`src/circle_segment_intersection_unit_assert.svh`:
```
// Assertion macros for the circle segment intersection unit.
// Expects i_clk and i_rst_n in the scope of the module that uses them.
`ifndef CIRCLE_SEGMENT_INTERSECTION_UNIT_ASSERT_SVH
`define CIRCLE_SEGMENT_INTERSECTION_UNIT_ASSERT_SVH

// same-cycle implication
`define CSI_ASSERT_IMP(LBL, ANT, CON, MSG) \
    LBL: assert property (@(posedge i_clk) disable iff (!i_rst_n) (ANT) |-> (CON)) \
        else $error(MSG);

// next-cycle implication
`define CSI_ASSERT_NXT(LBL, ANT, CON, MSG) \
    LBL: assert property (@(posedge i_clk) disable iff (!i_rst_n) (ANT) |=> (CON)) \
        else $error(MSG);

`endif

```
`src/csi_pkg.sv`:
```
// Shared types, constants and step functions of the circle segment intersection unit.
// No dependencies.
package csi_pkg;

    localparam int FIFO_DEPTH = 4;
    localparam int FIFO_AW    = 2;
    localparam int CNT_W      = 3;
    localparam int ROOT_STEPS = 64;
    localparam int DIV_STEPS  = 32;

    typedef enum logic [1:0] {
        ST_OK   = 2'd0,
        ST_ZERO = 2'd1,
        ST_MISS = 2'd2
    } t_status;

    // classified transaction handed from front to back
    typedef struct packed {
        logic        zero;
        logic        pos;
        logic        dx_neg;
        logic [32:0] dx_mag;
        logic        dy_neg;
        logic [32:0] dy_mag;
        logic        d_neg;
        logic [63:0] d_mag;
        logic [65:0] dr2;
        logic [30:0] r;
    } t_job;

    typedef struct packed {
        t_status      st;
        logic         pos;
        logic         dx_neg;
        logic [32:0]  dx_mag;
        logic         dy_neg;
        logic [32:0]  dy_mag;
        logic         d_neg;
        logic [63:0]  d_mag;
        logic [65:0]  dr2;
        logic [127:0] rad;
        logic [65:0]  rem;
        logic [63:0]  root;
    } t_root;

    typedef struct packed {
        logic        v;
        t_status     st;
        logic [98:0] nx;
        logic [98:0] ny;
        logic [65:0] dr2;
    } t_dreq;

    typedef struct packed {
        logic [65:0] rem;
        logic [31:0] low;
        logic [31:0] q;
    } t_lane;

    typedef struct packed {
        t_status     st;
        logic        x_neg;
        logic        x_big;
        logic        y_neg;
        logic        y_big;
        t_lane       x;
        t_lane       y;
        logic [65:0] dr2;
    } t_dstage;

    // one bit of the integer square root, from two radicand bits
    function automatic t_root root_step(t_root a);
        t_root       r;
        logic [67:0] acc;
        logic [67:0] trial;
        r     = a;
        acc   = {a.rem, a.rad[127:126]};
        trial = {2'b00, a.root, 2'b01};
        if (acc >= trial) begin
            r.rem  = 66'(acc - trial);
            r.root = {a.root[62:0], 1'b1};
        end else begin
            r.rem  = acc[65:0];
            r.root = {a.root[62:0], 1'b0};
        end
        r.rad = {a.rad[125:0], 2'b00};
        return r;
    endfunction

    // one restoring division step
    function automatic t_lane lane_step(t_lane a, logic [65:0] d);
        t_lane       r;
        logic [66:0] acc;
        acc = {a.rem, a.low[31]};
        if (acc >= {1'b0, d}) begin
            r.rem = 66'(acc - {1'b0, d});
            r.q   = {a.q[30:0], 1'b1};
        end else begin
            r.rem = acc[65:0];
            r.q   = {a.q[30:0], 1'b0};
        end
        r.low = {a.low[30:0], 1'b0};
        return r;
    endfunction

    // round half away from zero, saturate, apply sign
    function automatic logic [31:0] lane_result(t_lane a, logic neg, logic big,
                                               logic [65:0] d);
        logic [32:0] q;
        logic [32:0] lim;
        q   = {1'b0, a.q} + 33'(({a.rem, 1'b0} >= {1'b0, d}) ? 1 : 0);
        lim = neg ? 33'h080000000 : 33'h07FFFFFFF;
        if (big || q > lim) begin
            q = lim;
        end
        return neg ? 32'(33'd0 - q) : q[31:0];
    endfunction

    function automatic logic [98:0] to_signed99(logic neg, logic [96:0] mag);
        logic [98:0] v;
        v = {2'b00, mag};
        return neg ? 99'(99'd0 - v) : v;
    endfunction

endpackage

```
`src/csi_fifo.sv`:
```
// Small queue between front and back end; back end drains one transaction per cycle.
// Depends on csi_pkg and the assertion macro header.
`include "circle_segment_intersection_unit_assert.svh"
module csi_fifo import csi_pkg::*; (
    input  logic       i_clk,
    input  logic       i_rst_n,
    input  logic       i_push,
    input  t_job       i_data,
    input  logic [1:0] i_inflight,
    output logic       o_busy,
    output logic       o_pop,
    output t_job       o_data
);

    t_job               r_mem [FIFO_DEPTH];
    logic [FIFO_AW-1:0] r_wr, r_rd;
    logic [CNT_W-1:0]   r_count;

    assign o_pop  = r_count != '0;
    assign o_data = r_mem[r_rd];
    // entry popped this cycle is already free
    assign o_busy = (4'(r_count) - 4'(o_pop) + 4'(i_inflight)) >= 4'(FIFO_DEPTH);

    always_ff @(posedge i_clk) begin
        if (!i_rst_n) begin
            r_wr    <= '0;
            r_rd    <= '0;
            r_count <= '0;
        end else begin
            if (i_push) begin
                r_wr <= r_wr + 1'b1;
            end
            if (o_pop) begin
                r_rd <= r_rd + 1'b1;
            end
            r_count <= r_count + CNT_W'(i_push) - CNT_W'(o_pop);
        end
    end

    always_ff @(posedge i_clk) begin
        if (i_push) begin
            r_mem[r_wr] <= i_data;
        end
    end

    `CSI_ASSERT_IMP(a_no_overflow, i_push && !o_pop, r_count != CNT_W'(FIFO_DEPTH), "queue overflow")
    `CSI_ASSERT_IMP(a_room_when_ready, !o_busy, r_count < CNT_W'(FIFO_DEPTH), "ready with full queue")
    `CSI_ASSERT_NXT(a_count_up, i_push && !o_pop, r_count == CNT_W'($past(r_count) + 1'b1), "count slip")

endmodule

```
`config.mk`:
```
export PLATFORM = sky130hd
export DESIGN_NAME = csi_fifo
export DESIGN_NICKNAME = d
export VERILOG_FILES = /design/src/csi_pkg.sv /design/src/csi_fifo.sv
export VERILOG_INCLUDE_DIRS = /design/src /design/src/src
export SDC_FILE = /design/constraint.sdc
export NUM_CORES = 1
export LEC_CHECK = 0
export ABC_AREA = 1
export BUFFER_PORTS_ARGS = -buffer_cell sky130_fd_sc_hd__buf_2
export CAP_MARGIN = 20
export CORE_AREA = 10 10 337 339
export DETAILED_ROUTE_END_ITERATION = 16
export DIE_AREA = 0 0 347 349
export PLACE_DENSITY = 0.62
export SLEW_MARGIN = 30
export SYNTH_ARGS = -nofsm -noshare
export SYNTH_HDL_FRONTEND = slang
export SYNTH_SLANG_ARGS = --single-unit
```
`constraint.sdc`:
```
create_clock -name i_clk -period 7.7 [get_ports i_clk]
set_input_delay 0.385 -clock i_clk [delete_from_list [all_inputs] [get_ports i_clk]]
set_output_delay 0.385 -clock i_clk [all_outputs]
set_load 0.02 [all_outputs]
```
==> key figures, run 1 <==
Global route
  • GRT Max-Usage Layer: met2
  • Met2 Usage GRT: 0.228
  • Total gr overflow: 0
  • Initial antenna violation count: 13
  • Vias in the first global route: 22,085
  • Total GRT Usage: 0.132
  • M3 GR Usage: 0.0405
  • Largest net degree at the start of global routing: 250
  • First-pass GRT wire length: 126,000 um
  • Met1 Track Usage GR: 0.157

Worst setup path
  • Critical path peak fanout: 132
  • Crit Path Category: flip-flop to output port
  • Critical path required time: 7.32 ns
  • Startpoint types: flip-flop
  • Element type at the critical path end: output port
  • Reg-to-Reg Start: r_wr[1]
  • Critical path data arrival time: 3.54 ns
  • R2R cell count: 5
  • Reg2Reg Setup Slack: 5.23 ns
  • R2r endpoint: r_mem[1][125]

Floorplan
  • Die X: 347 um
  • Die area: 121,000 um2
  • Row count: 120
  • Vert. Die Dim: 349 um
  • Ports: 471
  • Core area: 107,000 um2
  • Initial core utilization: 0.347

Routing
  • Routed Antenna Nets: 0
  • WL/cell: 16.7 um
  • DRT iter0 DRCs: 1,379
  • Via count: 22,458
  • Routed WL: 82,400 um
  • Vias per inst: 4.55
  • DRC violations left: 0
  • Number of detailed-route iterations in the first pass: 5

Timing
  • RSZ-0062 raised after global routing: false
  • Final worst-path cycle share: 0.510
  • Final hold vios: 0
  • Fmax: 0.255 GHz
  • Slew Viols, Final: 0
  • Min Clock Period, post-route: 3.93 ns
  • Post-route setup TNS: 0 ns
  • Least-Margin Pin Slew: 1.08 ns
  • Clk_skew: 0.0199 ns
  • Final Setup Violations: 0
  • Final setup margin: 3.77 ns
  • Relative slew slack: 0.279

Logic synthesis
  • Largest cells by area after synthesis: edfxtp_1 (75%), inv_1 (4.9%), nand2_1 (4.9%), o211ai_1 (4.7%), a21oi_1 (3.2%)
  • Post-synth top area share: 0.753
  • Syn Inst Count: 2,785
  • Average cell area after synthesis: 13.3 um2
  • Synth Register Bits: 937
  • Netlist Area Pre-Place: 37,000 um2
  • Post-Syn Nets: 3,032
  • Yosys top cell by area: edfxtp_1
  • Synth warnings: 0
  • Post-synthesis sequential area ratio: 0.758
  • Unique masters post-synth: 17

Clocking
  • Clock root buffer master: clkbuf_16
  • CTS Buf Count: 97
  • Htree depth: 3
  • Clk buf depth: 3
  • TritonCTS Sinks: 937
  • Clock latency on the worst-skew pair: 0.67 ns
  • CTS tree: built
  • Setup Buffers After CTS: 0
  • CTS clock-pin slew for the worst setup and hold paths: 0.06 ns

Pwr
  • Sw frac: 0.354
  • P_int: 9.97 mW
  • Seq pwr share: 0.388
  • Total power: 15.4 mW
  • Max IR drop VDD: 0.000285 V
  • P per Cell Area: 337 nW/um2
  • Comb power frac: 0.318
  • Clock power frac: 0.294
  • Switching power: 5.47 mW
  • Leak: 17.6 nW

Worst hold path
  • Hold Path Class: input pin to flip-flop
  • Worst Hold End: r_wr[0]
  • Hold path cells: 3
  • Hold path start: i_push

Finish
  • Fillers: 9,655
  • Layout cell share with drive strength beyond 1: 0.180
  • Fin nets: 3,697
  • Layout area overhead: 24.0%

Placed design
  • Port Buf Inserts: 470
  • DP Worst Slack: 4.54 ns
  • Placer Congestion: 0.734
  • Post-DP HPWL: 48,100 um

Run
  • Max-cap violation count: 0

Status
  • Outcome: finished clean
[synthesized netlist by cell type]
cell type	n
a21oi_1	239
buf_2	107
buf_4	3
buf_6	40
clkbuf_2	5
dfxtp_1	9
edfxtp_1	928
fa_1	1
ha_1	9
inv_1	486
nand2_1	485
nand3_1	4
nor2_1	2
o211ai_1	232
o21ai_0	185
o21ai_1	49
or2_2	1
[worst max-delay path: stages (launching register included)]
cell     delay [ns]
dfxtp_4        0.81
buf_12         0.48
buf_12         0.41
buf_16         0.37
a21oi_1        0.13
o21ai_0        0.13
nand2_1        0.12
buf_2          0.18
[through the flow]
step | utilization | area, um2 | instances | hold WS (ns)
detailed placement | 0.379 | 40400 | 4519 | 0.506
finish | 0.430 | 45900 | 4939 | 0.0886
global placement | 0.379 | 40400 | 4519 | 0.497
floorplan | - | 37000 | 2785 | 0.478
CTS | 0.430 | 45800 | 4927 | 0.0151
global route | 0.430 | 45900 | 4936 | 0.0735
[layout make-up]
| class | instances | area, um2 | share of cell area |
|---|---|---|---|
| Tap cell | 1403 | 1760 | 0.0383 |
| Multi-Input combinational cell | 1207 | 6100 | 0.133 |
| Timing Repair Buffer | 721 | 5000 | 0.109 |
| Clock buffer | 126 | 2580 | 0.0562 |
| Antenna cell | 10 | 25.0 | 0.000546 |
| Sequential cell | 937 | 28100 | 0.612 |
| Inverter | 486 | 1850 | 0.0404 |
| Clock inverter | 49 | 510 | 0.0111 |
[cells by family after synthesis]
logic type | share of synthesized area
flops | 0.758
compound gates | 0.111
buf+inv | 0.0772
simple gates | 0.0501
fa+ha+maj | 0.00358
[worst max path at each step]
| stage | from | end | slack [ns] | depth (start not counted) |
|---|---|---|---|---|
| final | flip-flop | o_data[147] | 3.77 | 7 |
| after global routing | flip-flop | o_data[144] | 3.41 | 7 |
| after CTS | flip-flop | o_data[144] | 3.80 | 6 |
| after detailed placement | flip-flop | o_data[144] | 4.54 | 6 |
| after global placement | flip-flop | o_data[147] | 4.57 | 6 |
| after floorplan | r_wr[0] | r_mem[2][0] | 2.08 | 4 |
[sequential cells by signal (all words and copies together) (netlist names), named ones only]
register	count
r_wr	2
r_count	3
r_mem	928
r_rd	2
[timing repair]
| item | 4_1_cts | 5_1_grt |
|---|---|---|
| gates resized for setup | 0 | 0 |
| endpoints found under the setup margin | 0 | 0 |
| endpoints found under the hold margin | 936 | 0 |
| hold buffers | 233 | 0 |
[placed cells by master, fill, tap and decap left out]
cell           count
fa_1               1
inv_16             1
clkinvlp_4         4
inv_6              4
or2_2              1
inv_8              4
nand3_1            4
diode_2           10
clkbuf_16         99
dfxtp_1            7
clkbuf_1          27
clkinv_1          10
buf_4              5
clkinv_4           4
edfxtp_1         928
o21ai_1           49
a21oi_1          239
nor2_1             2
clkinv_8           2
clkinv_2          16
bufinv_16          8
buf_12            11
o21ai_0          185
dlygate4sd3_1    233
buf_16             2
dfxtp_4            2
inv_1            482
o211ai_1         232
ha_1               9
nand2_1          485
buf_2            470
[power groups by stage]
stage | logic [mW] | registers [mW] | clock network [mW]
after floorplan | 3.47 | 6.04 | 0
after global placement | 4.82 | 6.09 | 0
after detailed placement | 4.87 | 6.09 | 0
after CTS | 4.98 | 5.98 | 4.66
after global routing | 5.43 | 6.01 | 4.89
final | 4.92 | 5.98 | 4.54
[routing by layer]
metal	wire length, um	part of all wire
met1	33700	0.41
met3	5410	0.066
met4	1910	0.023
met5	61	0.00074
met2	41300	0.50
(Power assumes the default switching activity.)
==> run 2: changes to the inputs <==
--- a/config.mk
+++ b/config.mk
@@ -12,7 +12,7 @@
 export CORE_AREA = 10 10 337 339
 export DETAILED_ROUTE_END_ITERATION = 16
 export DIE_AREA = 0 0 347 349
-export PLACE_DENSITY = 0.62
+export PLACE_DENSITY = 0.64
 export SLEW_MARGIN = 30
 export SYNTH_ARGS = -nofsm -noshare
 export SYNTH_HDL_FRONTEND = slang
==> constraint.sdc (replaced) <==
create_clock -name i_clk -period 3.3 [get_ports i_clk]
set_input_delay 0.165 -clock i_clk [delete_from_list [all_inputs] [get_ports i_clk]]
set_output_delay 0.165 -clock i_clk [all_outputs]
set_load 0.02 [all_outputs]
==> run 2 against run 1 <==
Effect of this change: total power up 130%; utilization up 0.49 points; clock-buffer cell count grew 3; clock power up 130%; routed wire length grew 1.8%; first-iteration DRC count fell by 7.8%; clock skew is 0.0058 ns lower; sequential share of layout area is 0.69 points lower; via count rose by 1.4%; hold slack better by 0.17 ns; non-clock buffer count up 58; cell count is 1.2% higher; critical path type unchanged; largest cell class unchanged.
==> key figures, run 2 (same netlist as run 1, synthesis figures left out) <==
Routing
  • Via count: 22,777
  • Vias per inst: 4.56
  • DRC violations left: 0
  • Routed WL: 83,800 um
  • WL/cell: 16.8 um
  • DRT iter0 DRCs: 1,271
  • Number of detailed-route iterations in the first pass: 5
  • Routed Antenna Nets: 0

Timing
  • Fmax: 0.373 GHz
  • Clk_skew: 0.0141 ns
  • Final hold slack: 0.261 ns
  • Slew Viols, Final: 0
  • Final hold vios: 0
  • Min Clock Period, post-route: 2.68 ns
  • Post-route setup TNS: 0 ns
  • Final worst-path cycle share: 0.811
  • Relative slew slack: 0.497
  • Final Setup Violations: 0
  • Final setup margin: 0.622 ns
  • Least-Margin Pin Slew: 0.754 ns
  • RSZ-0062 raised after global routing: false

Clocking
  • Clock latency on the worst-skew pair: 0.65 ns
  • CTS tree: built
  • Htree depth: 3
  • Setup Buffers After CTS: 0
  • CTS Buf Count: 97
  • Clock root buffer master: clkbuf_16
  • Clk buf depth: 3
  • Post_cts resized: 0
  • CTS clock-pin slew for the worst setup and hold paths: 0.06 ns
  • TritonCTS Sinks: 937

Placed design
  • Post-DP HPWL: 53,500 um
  • DP Worst Slack: 1.25 ns
  • Port Buf Inserts: 470
  • Placer Congestion: 0.742

Global route
  • Largest net degree at the start of global routing: 120
  • First-pass GRT wire length: 129,000 um
  • Total gr overflow: 0
  • Total GRT Usage: 0.134
  • Vias in the first global route: 22,624
  • Initial antenna violation count: 12

Worst setup path
  • Worst path bufs/invs: 2
  • Crit Path Category: flip-flop to output port
  • Critical path required time: 3.13 ns
  • R2R cell count: 5
  • Critical path, cell by cell: buf_4, a21oi_1, o21ai_0, nand2_1, buf_2
  • Reg2Reg Setup Slack: 1.35 ns
  • Worst path slowest cell: dfxtp_4
  • Critical path data arrival time: 2.51 ns
  • CP delay by family, top: flip-flops
  • Slowest stage delay, CP: 0.81 ns
  • Critical path peak fanout: 44
  • R2r endpoint: r_mem[3][92]
  • Element type at the critical path end: output port
  • Startpoint types: flip-flop
  • Reg-to-Reg Start: r_wr[0]

Finish
  • Layout area overhead: 25.4%
  • Layout cell share with drive strength beyond 1: 0.194
  • Top flop regs: r_mem: 928 flops, r_count: 3 flops
  • Largest register FFs: 928
  • Fin nets: 3,755
  • Commonest cells after routing, fill and taps aside: edfxtp_1 (928), nand2_1 (482), inv_1 (480), buf_2 (470), a21oi_1 (239)
  • Commonest non-fill, non-tap cell in the layout: edfxtp_1
  • Biggest register: r_mem
  • Final Core Density: 0.435

Worst hold path
  • Hold path start: i_data[219]
  • Worst Hold End: r_mem[0][219]
  • Hold path cells: 2
  • Hold Path Class: input pin to flip-flop

Pwr
  • Total power: 36.2 mW
  • Max IR drop VDD: 0.000769 V
  • P per Cell Area: 781 nW/um2
  • Leak: 17.8 nW

Floorplan
  • Vert. Die Dim: 349 um
  • Core area: 107,000 um2
  • Die X: 347 um
  • Row count: 120
  • Initial core utilization: 0.347
  • Ports: 471
  • Die area: 121,000 um2

Run
  • Max-cap violation count: 0

Status
  • Outcome: finished clean
## run 2: per-layer routing
metal,vias up,part of all wire,global-route usage
li1,11180,-,-
met1,10871,0.41,0.157
met2,582,0.51,0.237
met3,136,0.059,0.0326
met4,8,0.027,0.0483
met5,-,0.00050,0
## run 2: worst max path at each step
stage / from / end / slack, ns / depth (start not counted)
CTS: flip-flop / o_data[156] / 0.48 / 5
global route: flip-flop / o_data[120] / 0.37 / 5
floorplan: r_wr[0] / r_mem[0][0] / -1.16 / 4
detailed placement: flip-flop / o_data[156] / 1.25 / 5
finish: flip-flop / o_data[120] / 0.62 / 5
global placement: flip-flop / o_data[122] / 1.27 / 5
## run 2: worst reg2reg max path: cells and delay by family, from the launching register on
family / cells / cell delay [ns]
flip-flops: 1 / 0.33
buffers and inverters: 3 / 0.99
AND/OR/NAND/NOR: 1 / 0.10
adder cells (fa/ha/maj): 1 / 0.19
## run 2: where the power goes
| group | total (mW) | switching (mW) | internal (mW) |
|---|---|---|---|
| clock network | 10.3 | 4.36 | 5.95 |
| registers | 13.9 | 0.273 | 13.7 |
| logic | 12.0 | 8.28 | 3.72 |
## run 2: through the flow
stage          cell area [um2]  instances
2_1_floorplan            37000       2785
3_3_place_gp             41000       4578
3_5_place_dp             41000       4578
4_1_cts                  46400       4991
5_1_grt                  46400       4999
6_report                 46400       4999
## run 2: timing repair
item	4_1_cts	5_1_grt
endpoints found under the hold margin	937	0
hold buffers	234	0
endpoints found under the setup margin	0	0
## run 2: final cells by class
cell class / instances / area, um2
flip-flops and latches: 937 / 28100
clock buffers: 129 / 2610
clock inverters: 50 / 397
inverters: 486 / 1840
fillers: 9523 / 60200
multi-input cells: 1207 / 6110
repair buffers: 779 / 5610
diodes: 8 / 20.0
well taps: 1403 / 1760
